`config.mk`:
```
export PLATFORM = sky130hd
export DESIGN_NAME = alpha_over_blend_rgba8888
export DESIGN_NICKNAME = d
export VERILOG_FILES = /design/src/rtl/aob_pkg.sv /design/src/rtl/aob_front.sv /design/src/rtl/aob_div_step.sv /design/src/rtl/alpha_over_blend_rgba8888.sv
export SDC_FILE = /design/constraint.sdc
export NUM_CORES = 2
export LEC_CHECK = 0
export ABC_AREA = 1
export ABC_CLOCK_PERIOD_IN_PS = 18600
export BUFFER_PORTS_ARGS = -buffer_cell sky130_fd_sc_hd__buf_2
export CORE_ASPECT_RATIO = 1.1
export CORE_MARGIN = 3
export CORE_UTILIZATION = 46
export CTS_BUF_LIST = sky130_fd_sc_hd__clkbuf_4 sky130_fd_sc_hd__clkbuf_8
export DETAILED_ROUTE_END_ITERATION = 8
export SYNTH_ARGS = -nofsm -noshare
export SYNTH_HDL_FRONTEND = slang
export SYNTH_SLANG_ARGS = --single-unit
```
`constraint.sdc`:
```
create_clock -name i_clk -period 18.6 [get_ports i_clk]
set_clock_uncertainty 0.1 [all_clocks]
set_input_delay 0.93 -clock i_clk [delete_from_list [all_inputs] [get_ports i_clk]]
set_output_delay 0.93 -clock i_clk [all_outputs]
set_load 0.05 [all_outputs]
```
`src/rtl/aob_pkg.sv`:
```
// Shared constants and stage types for the RGBA8888 over-blend pipeline.
// Used by aob_front, aob_div_step and the top level.
package aob_pkg;

    localparam int CH_N      = 3;    // red, green, blue
    localparam int CH_W      = 8;
    localparam int PIX_W     = 32;
    localparam int PROD_W    = 16;   // 8 x 8 product
    localparam int NUM_W     = 25;   // up to 255^3
    localparam int DEN_W     = 16;   // up to 255 * 255
    localparam int QUO_W     = 8;
    localparam int DIV_STEPS = 8;
    localparam int SHIFT_W   = 3;

    localparam logic [CH_W-1:0] CH_MAX       = 8'hFF;
    localparam logic [CH_W-1:0] ALPHA_OPAQUE = 8'hFF;

    // One request in flight through the divider stages
    typedef struct packed {
        logic                            valid;
        logic                            transparent;
        logic [PIX_W-1:0]                bottom;
        logic [DEN_W-1:0]                den;
        logic [CH_N-1:0][NUM_W-1:0]      rem;
        logic [CH_N-1:0][QUO_W-1:0]      quo;
    } t_div_stage;

endpackage

```
`src/rtl/aob_front.sv`:
```
// Front end of the blend pipeline: alpha weights, then numerators and divisor.
// Two register stages; depends on aob_pkg.
module aob_front import aob_pkg::*; (
    input  logic             i_clk,
    input  logic             i_rst_n,
    input  logic             i_valid,
    input  logic [PIX_W-1:0] i_top,
    input  logic [PIX_W-1:0] i_bottom,
    input  logic             i_ready_next,
    output logic             o_ready,
    output t_div_stage       o_stage
);

    logic                         r1_valid;
    logic                         r1_transparent;
    logic [PIX_W-1:0]             r1_bottom;
    logic [CH_N-1:0][PROD_W-1:0]  r1_ct_at;
    logic [CH_N-1:0][CH_W-1:0]    r1_cb;
    logic [PROD_W-1:0]            r1_wb;
    logic [DEN_W-1:0]             r1_den_t;

    logic [CH_N-1:0][PROD_W-1:0]  n1_ct_at;
    logic [CH_N-1:0][CH_W-1:0]    n1_cb;
    logic [PROD_W-1:0]            n1_wb;
    logic [DEN_W-1:0]             n1_den_t;
    logic [CH_W-1:0]              at;
    logic [CH_W-1:0]              ab;
    logic [CH_W-1:0]              rest;

    logic                         r2_valid;
    t_div_stage                   r2_stage;
    t_div_stage                   n2_stage;

    logic                         ready1;
    logic                         ready2;

    assign ready2  = !r2_valid || i_ready_next;
    assign ready1  = !r1_valid || ready2;
    assign o_ready = ready1;

    // Stage 1: per-channel top weight Ct*At and bottom weight Ab*(255-At)
    always_comb begin
        at       = i_top[CH_W-1:0];
        ab       = i_bottom[CH_W-1:0];
        rest     = CH_MAX - at;
        n1_wb    = PROD_W'(ab) * PROD_W'(rest);
        n1_den_t = (DEN_W'(at) << CH_W) - DEN_W'(at);
        for (int ch = 0; ch < CH_N; ch++) begin
            n1_ct_at[ch] = PROD_W'(i_top[PIX_W-1-CH_W*ch -: CH_W])
                           * PROD_W'(at);
            n1_cb[ch]    = i_bottom[PIX_W-1-CH_W*ch -: CH_W];
        end
    end

    always_ff @(posedge i_clk) begin
        if (!i_rst_n) begin
            r1_valid <= 1'b0;
        end else if (ready1) begin
            r1_valid <= i_valid;
        end
    end

    always_ff @(posedge i_clk) begin
        if (ready1) begin
            r1_transparent <= (i_top[CH_W-1:0] == '0);
            r1_bottom      <= i_bottom;
            r1_ct_at       <= n1_ct_at;
            r1_cb          <= n1_cb;
            r1_wb          <= n1_wb;
            r1_den_t       <= n1_den_t;
        end
    end

    // Stage 2: num = Ct*At*255 + Cb*Ab*(255-At), den = At*255 + Ab*(255-At)
    always_comb begin
        n2_stage             = '0;
        n2_stage.valid       = r1_valid;
        n2_stage.transparent = r1_transparent;
        n2_stage.bottom      = r1_bottom;
        n2_stage.den         = r1_den_t + r1_wb;
        for (int ch = 0; ch < CH_N; ch++) begin
            n2_stage.rem[ch] = NUM_W'({r1_ct_at[ch], 8'h00} - {8'h00, r1_ct_at[ch]})
                             + NUM_W'(24'(r1_cb[ch]) * 24'(r1_wb));
        end
    end

    always_ff @(posedge i_clk) begin
        if (!i_rst_n) begin
            r2_valid <= 1'b0;
        end else if (ready2) begin
            r2_valid <= r1_valid;
        end
    end

    always_ff @(posedge i_clk) begin
        if (ready2) begin
            r2_stage <= n2_stage;
        end
    end

    always_comb begin
        o_stage       = r2_stage;
        o_stage.valid = r2_valid;
    end

endmodule

```
`src/rtl/aob_div_step.sv`:
```
// One restoring-division stage: resolves one quotient bit for all three channels.
// Depends on aob_pkg; the bit position comes in on i_shift.
module aob_div_step import aob_pkg::*; (
    input  logic               i_clk,
    input  logic               i_rst_n,
    input  logic [SHIFT_W-1:0] i_shift,
    input  t_div_stage         i_stage,
    input  logic               i_ready_next,
    output logic               o_ready,
    output t_div_stage         o_stage
);

    logic                  r_valid;
    t_div_stage            r_stage;
    t_div_stage            n_stage;
    logic [NUM_W-1:0]      den_sh;

    assign o_ready = !r_valid || i_ready_next;

    // Subtract the shifted divisor where it fits and set the quotient bit
    always_comb begin
        n_stage = i_stage;
        den_sh  = NUM_W'(i_stage.den) << i_shift;
        for (int ch = 0; ch < CH_N; ch++) begin
            if (i_stage.rem[ch] >= den_sh) begin
                n_stage.rem[ch]          = i_stage.rem[ch] - den_sh;
                n_stage.quo[ch][i_shift] = 1'b1;
            end
        end
    end

    always_ff @(posedge i_clk) begin
        if (!i_rst_n) begin
            r_valid <= 1'b0;
        end else if (o_ready) begin
            r_valid <= i_stage.valid;
        end
    end

    always_ff @(posedge i_clk) begin
        if (o_ready) begin
            r_stage <= n_stage;
        end
    end

    always_comb begin
        o_stage       = r_stage;
        o_stage.valid = r_valid;
    end

endmodule

```
`src/rtl/alpha_over_blend_rgba8888.sv`:
```
// Channel   Dir  Handshake          Payload
// request   in   i_valid / o_stall  i_top_color, i_bottom_color
// result    out  o_valid / i_stall  o_blended_color, o_top_transparent
//
// One request per cycle while o_stall is low; 2 front stages (weights, sums),
// 8 divider stages (one quotient bit each), 1 output register.
// Each stage holds its own valid bit and loads when it is empty or its
// successor moves, so bubbles close up under i_stall and o_stall rises only
// when every stage is full. Synchronous active-low reset clears valid bits.
// Depends on aob_pkg, aob_front and aob_div_step.
module alpha_over_blend_rgba8888 import aob_pkg::*; (
    input  logic             i_clk,
    input  logic             i_rst_n,
    input  logic             i_valid,
    output logic             o_stall,
    input  logic [PIX_W-1:0] i_top_color,
    input  logic [PIX_W-1:0] i_bottom_color,
    output logic             o_valid,
    input  logic             i_stall,
    output logic [PIX_W-1:0] o_blended_color,
    output logic             o_top_transparent
);

    t_div_stage        stg [DIV_STEPS+1];
    logic              rdy [DIV_STEPS+1];
    logic              front_ready;

    logic              r_valid;
    logic [PIX_W-1:0]  r_blended;
    logic              r_transparent;
    logic [PIX_W-1:0]  n_blended;
    t_div_stage        last;

    aob_front u_front (
        .i_clk        (i_clk),
        .i_rst_n      (i_rst_n),
        .i_valid      (i_valid),
        .i_top        (i_top_color),
        .i_bottom     (i_bottom_color),
        .i_ready_next (rdy[0]),
        .o_ready      (front_ready),
        .o_stage      (stg[0])
    );

    assign o_stall = !front_ready;

    for (genvar k = 0; k < DIV_STEPS; k++) begin : g_div
        aob_div_step u_step (
            .i_clk        (i_clk),
            .i_rst_n      (i_rst_n),
            .i_shift      (SHIFT_W'(DIV_STEPS - 1 - k)),
            .i_stage      (stg[k]),
            .i_ready_next (rdy[k+1]),
            .o_ready      (rdy[k]),
            .o_stage      (stg[k+1])
        );
    end

    assign last           = stg[DIV_STEPS];
    assign rdy[DIV_STEPS] = !r_valid || !i_stall;

    // Pass the bottom pixel through untouched when the top is fully clear, else pack the quotients with opaque alpha
    always_comb begin
        if (last.transparent) begin
            n_blended = last.bottom;
        end else begin
            n_blended = {last.quo[0], last.quo[1], last.quo[2], ALPHA_OPAQUE};
        end
    end

    always_ff @(posedge i_clk) begin
        if (!i_rst_n) begin
            r_valid <= 1'b0;
        end else if (rdy[DIV_STEPS]) begin
            r_valid <= last.valid;
        end
    end

    always_ff @(posedge i_clk) begin
        if (rdy[DIV_STEPS]) begin
            r_blended     <= n_blended;
            r_transparent <= last.transparent;
        end
    end

    assign o_valid           = r_valid;
    assign o_blended_color   = r_blended;
    assign o_top_transparent = r_transparent;

endmodule

```
# Word level (Yosys, flattened, before mapping)

Cells that the tools add are included.

Register bits after elaboration: 1398
Output and inout bits: 35

$add $sub $neg: 30
Multipliers: 7
$lt $le $gt $ge: 24
Multiplexer cells: 22
Reductions and logical operators: 25

Operators by type and width:

| operator                                                       | number |
|---|---|
| 25-bit 2-to-1 mux                                              | 21 |
| 25-bit by 24-bit adder with 25-bit output                      | 3 |
| 25-bit by 16-bit greater-or-equal comparator with 1-bit output | 3 |
| 25-bit by 17-bit greater-or-equal comparator with 1-bit output | 3 |
| 25-bit by 18-bit greater-or-equal comparator with 1-bit output | 3 |
| 25-bit by 19-bit greater-or-equal comparator with 1-bit output | 3 |
| 25-bit by 20-bit greater-or-equal comparator with 1-bit output | 3 |
| 25-bit by 21-bit greater-or-equal comparator with 1-bit output | 3 |
| 25-bit by 22-bit greater-or-equal comparator with 1-bit output | 3 |
| 25-bit by 23-bit greater-or-equal comparator with 1-bit output | 3 |
| 24-bit by 16-bit subtractor with 25-bit output                 | 3 |
| 25-bit by 17-bit subtractor with 25-bit output                 | 3 |
| 25-bit by 18-bit subtractor with 25-bit output                 | 3 |
| 25-bit by 19-bit subtractor with 25-bit output                 | 3 |
| 25-bit by 20-bit subtractor with 25-bit output                 | 3 |
| 25-bit by 21-bit subtractor with 25-bit output                 | 3 |
| 25-bit by 22-bit subtractor with 25-bit output                 | 3 |
| 25-bit by 23-bit subtractor with 25-bit output                 | 3 |
| 8-bit by 16-bit multiplier with 24-bit output                  | 3 |
| 8-bit by 8-bit multiplier with 16-bit output                   | 4 |
| 32-bit 2-to-1 mux                                              | 1 |
| 16-bit adder                                                   | 1 |
| 16-bit by 8-bit subtractor with 16-bit output                  | 1 |
| 1-bit logical NOT                                              | 13 |
| other kinds (3)                                                | 13 |

# Logic depth before layout (Yosys ltp)

Depth after elaboration: 13
Depth in mapped cells: 24

# Hierarchy

A second synthesis with hierarchy kept.

Cell total of the unflattened synthesis: 17507
Area total of the unflattened synthesis: 128958.7 µm²

Modules (own cells, without submodules):

| module                             | instances | cells an instance | area an instance (µm²) | seq. area each (µm²) |
|---|---|---|---|---|
| aob_div_step (g_div[4].u_step ...) | 4         | 1672              | 11765.0                | 4464.3 |
| aob_front                          | 1         | 4155              | 33951.3                | 7156.9 |
| aob_div_step (g_div[2].u_step)     | 1         | 1671              | 11770.0                | 4464.3 |
| aob_div_step (g_div[0].u_step)     | 1         | 1636              | 11637.4                | 4464.3 |
| aob_div_step (g_div[1].u_step)     | 1         | 1632              | 11578.6                | 4464.3 |
| aob_div_step (g_div[3].u_step)     | 1         | 1590              | 11431.0                | 4464.3 |
| alpha_over_blend_rgba8888          | 1         | 135               | 1530.2                 | 1011.0 |

# Least setup slack after synthesis

Ideal clock, no wire load.

Path kind: input port to flip-flop
Start point: in i_stall
End point: reg u_front.r2_stage (netlist bit u_front.o_stage[100]), enable pin
Library setup time: 1.398 ns
Arrival time: 12.892 ns
Required time: 17.102 ns
Path slack: 4.209 ns
Stages: 5
Buffers on the path: 0
Cells stage by stage: nand4_1 -> nor2_2 -> nand4_2 -> nor2_2 -> nand3_1

Cells in the longest elaborated chain, start to end: 11

RTL lines:

| item                                   | line                            | text |
|---|---|---|
| start, declared                        | alpha_over_blend_rgba8888.sv:19 | `input logic i_stall,` |
| 1-bit logical NOT                      | alpha_over_blend_rgba8888.sv:60 | `assign rdy[DIV_STEPS] = !r_valid \|\| !i_stall;` |
| 1-bit logical OR                       | alpha_over_blend_rgba8888.sv:60 |  |
| 1-bit logical OR (6 in a row)          | aob_div_step.sv:18              | `assign o_ready = !r_valid \|\| i_ready_next;` |
| named net g_div[1].u_step.i_ready_next | aob_div_step.sv:8               | `input logic i_ready_next,` |
| 1-bit logical OR (2 in a row)          | aob_div_step.sv:18              |  |
| 1-bit logical OR                       | aob_front.sv:37                 | `assign ready2 = !r2_valid \|\| i_ready_next;` |
| named net u_front.ready2               | aob_front.sv:35                 | `logic ready2;` |
| end signal, assigned                   | aob_front.sv:97                 | `r2_stage <= n2_stage;` |
| end, declared                          | aob_front.sv:31                 | `t_div_stage r2_stage;` |

The timed path passes the listed nets, and every way through them passes these cells.
A chain may end at the register's enable or synchronous reset.

# Worst setup path after layout

Start point: reg r_valid, in the netlist o_valid
End point: out o_stall

Cells in the longest elaborated chain, start to end: 13

RTL lines:

| item                                   | line                            | text |
|---|---|---|
| start, declared                        | alpha_over_blend_rgba8888.sv:28 | `logic r_valid;` |
| start signal, assigned                 | alpha_over_blend_rgba8888.sv:75 | `r_valid <= last.valid;` |
| 1-bit logical NOT                      | alpha_over_blend_rgba8888.sv:60 |  |
| 1-bit logical OR                       | alpha_over_blend_rgba8888.sv:60 |  |
| 1-bit logical OR (2 in a row)          | aob_div_step.sv:18              |  |
| named net g_div[5].u_step.i_ready_next | aob_div_step.sv:8               |  |
| 1-bit logical OR (4 in a row)          | aob_div_step.sv:18              |  |
| named net g_div[1].u_step.i_ready_next | aob_div_step.sv:8               |  |
| 1-bit logical OR (2 in a row)          | aob_div_step.sv:18              |  |
| 1-bit logical OR                       | aob_front.sv:37                 |  |
| 1-bit logical OR                       | aob_front.sv:38                 | `assign ready1 = !r1_valid \|\| ready2;` |
| 1-bit logical NOT                      | alpha_over_blend_rgba8888.sv:45 | `assign o_stall = !front_ready;` |
| end, declared                          | alpha_over_blend_rgba8888.sv:15 | `output logic o_stall,` |

The timed path passes the listed nets, and every way through them passes these cells.

==> summary.txt <==
Status
  – Status: complete, no violations

Placement
  – PortBufs: just over 100
  – Post-placement cell area: between 100000 and 150000 sq um
  – Routability congestion estimate: between 0.9 and 1
  – Post-DP HPWL: approximately 230 mm

Drt
  – 1st-iter DRT viols: 5224
  – Drt wl/cell: ~20 um
  – Drc violations: 0
  – DRT Wirelength: 286 mm
  – Drt first pass iters: 8
  – Via count: 75200
  – Final ANT Viol Nets: 0
  – DR vias/cell: a little over 5

Finish
  – Filler cells: ~20000
  – Post-synthesis to final-layout area growth: 8.38%
  – Fin area: 105000 sq um
  – Share of layout cells above drive strength 1: roughly 6%
  – Fin nets: approximately 13000

Global route
  – Overflow after GRT: 0
  – Pin count of the biggest net entering global routing: 76
  – Initial antenna violation count: 9
  – First-pass GRT wire length: 443 mm
  – Vias in the first global route: 76800
  – GRT Overall Usage: between 20% and 30%

STA
  – Max Freq: approximately 180 MHz
  – Worst-margin pin slew: ~1.2 ns
  – RSZ-0062 raised after global routing: false
  – Final setup fails: 0
  – Final Cycle Share: 30.6%
  – Tmin final: ~5.7 ns
  – Max Slew Vio Count: 0
  – Rel. slew slack: 22.1%
  – Final Hold Vio Count: 0
  – Hold Slack: 0.167 ns
  – Sum Neg Setup Slack: 0 ns

Synthesis
  – Area leader, netlist: edfxtp_1
  – Register bit count reported by yosys: 1290
  – Mean Syn Cell Area: 8.46 sq um
  – Share of the yosys chip area belonging to registers: between 30% and 40%
  – Synthesized area: 97200 sq um
  – Synth Instances: about 11000
  – Yosys warnings: 0
  – Synth top area cells: edfxtp_1 40%, nand2_1 14%, fa_1 10%
  – Number of synthesized flops with an enable pin: 1279
  – Synth cell count leaders: 3646 x nand2_1, 2117 x inv_1, 1279 x edfxtp_1
  – Post-synth net total: ~13000
  – Ys async rst share: 0%
  – Most frequent cell after synthesis: nand2_1
  – Predominant post-synthesis flop cell: edfxtp_1
  – Top cell type's share of synthesized area: 39.5%
  – Distinct cell type count after synthesis: 57

Min path
  – Hold Startpoint: i_bottom_color[27]
  – Tightest Hold Check Type: in -> reg
  – Hold path endpoint: u_front.r1_cb[3]
  – Hold depth: 1

Clock network
  – CTS Hold Bufs: 29
  – Worst-case clock buffer depth: 3
  – Total clock sinks: 1290
  – Clock-pin transition on the worst setup and hold timing paths: 0.06 ns
  – CTS Buf Count: 215
  – CTS tree: done
  – CTS root buffer: clkbuf_8
  – CTS resizes: 0
  – H-tree depth: 4
  – Clk Latency, worst-skew pair: 1.04 ns
  – Post-CTS Setup Repair Bufs: 0

Critical path
  – Reg2Reg Setup Slack: approximately 13 ns
  – Reg2Reg Depth: 17
  – FF-to-FF End: u_front.o_stage[90]
  – Req. time, crit path: about 18 ns
  – Crit path capture type: primary output
  – Data arrival, critical path: 4.67 ns
  – Worst R2R Start: u_front.r1_cb[17]
  – Crit-path max FO: 45
  – CP Launch Type: register
  – Crit path from: o_valid
  – Setup CP Type: reg -> out

Floorplanning
  – Cell Rows: 176
  – Die area: 217000 sq um
  – I/O Pins: 103
  – Die Y: a little under 500 um
  – Core area: 210000 sq um
  – Initial Util: 46.4%
  – Die width: ~440 um

Run
  – Max-cap violations: 0
[registers in the layout, summed over array words and instances, names as in the netlist]
signal                  cells
u_front.r2_valid            1
o_valid                     1
u_front.r1_bottom          10
o_blended_color            32
u_front.r1_wb              16
u_front.r1_ct_at           48
o_top_transparent           1
u_front.r1_valid            1
u_front.r1_transparent      1
g_div.u_step.r_valid        8
g_div.u_step.o_stage     1009
u_front.o_stage           124
u_front.r1_den_t           16
u_front.r1_cb              22
[critical path, stage by stage (launching register included)]
cell	delay (ns)
dfxtp_1	0.46
nand4_1	0.13
buf_4	0.28
nor2_2	0.44
nand4_4	0.45
nor2_2	0.53
nand4_4	0.82
inv_1	0.22
buf_2	0.30
[layer usage]
| layer | routed length (um) | global-route usage, % | vias to the layer above |
|---|---|---|---|
| met5 | 12 | 0 | - |
| met4 | 12400 | 10.9 | 2 |
| met3 | 13700 | 3.59 | 534 |
| met2 | 141000 | 46.7 | 2068 |
| met1 | 119000 | 33.1 | 35700 |
| li1 | - | - | 36900 |
[per-stage QoR]
step / util [%] / setup WS [ns] / instances
final: 50.2 / 12.90 / 14600
after detailed placement: 47.9 / 12.99 / 14200
after global routing: 50.2 / 12.46 / 14600
after global placement: 47.9 / 12.95 / 14200
after floorplan: - / 4.21 / 11500
after CTS: 50.2 / 12.70 / 14600
[kinds of logic (layout without fill, tap and decap cells)]
| kind of cell | count (synthesis) | in the layout | synth area share [%] |
|---|---|---|---|
| AO/OA/AOI/OAI | 928 | 928 | 5.38 |
| XOR/XNOR | 314 | 314 | 2.83 |
| adder cells (fa/ha/maj) | 1232 | 1232 | 19.8 |
| buffers and inverters | 2335 | 2692 | 9.38 |
| flip-flops | 1290 | 1290 | 39.7 |
| multiplexers | 24 | 24 | 0.278 |
| other | 0 | 3 | 0 |
| AND/OR/NAND/NOR | 5364 | 5364 | 22.6 |
[how the worst max path moves through the flow]
stage / endpoint / slack (ns) / cells after the start
after floorplan: u_front.o_stage[100] / 4.21 / 5
after global placement: u_front.o_stage[90] / 12.95 / 17
after detailed placement: u_front.o_stage[90] / 12.99 / 17
after CTS: o_stall / 12.70 / 8
after global routing: o_stall / 12.46 / 8
final: o_stall / 12.90 / 8
[cell type report]
type	count	area (sq um)	share of cell area, %
Antenna cell	3	7.51	0.00713
Clock buffer	270	3370	3.20
Clock inverter	118	1230	1.17
Inverter	2133	8020	7.62
Multi-Input combinational cell	7862	49500	47.0
Sequential cell	1290	38600	36.7
Tap cell	2759	3450	3.28
Timing Repair Buffer	171	1100	1.05
[cell usage in the layout, fill, tap and decap left out, types with 10 or more instances in the layout]
cell,instances
dfxtp_1,11
nor3_1,93
nand3b_1,59
nor2_1,775
a21oi_2,32
edfxtp_1,1279
nor2_2,28
bufinv_16,13
inv_2,13
nand2_2,20
nand3_1,521
or2_2,10
clkbuf_8,215
nand2_1,3643
clkinv_2,30
dlygate4sd3_1,29
o21ai_0,232
mux2_2,24
o21bai_1,40
buf_2,102
xor2_1,210
buf_4,40
clkbuf_4,55
inv_1,2115
a21oi_1,491
a21o_1,19
o21ai_2,47
clkinv_1,52
nand4_1,131
ha_1,724
and2_1,14
o21ai_1,22
fa_1,508
xnor2_1,104
clkinv_16,13
nor4_1,23
o21a_1,16
Power is not shown: default switching activity piles up to over one toggle a cycle in this logic, so the estimate is an artifact.
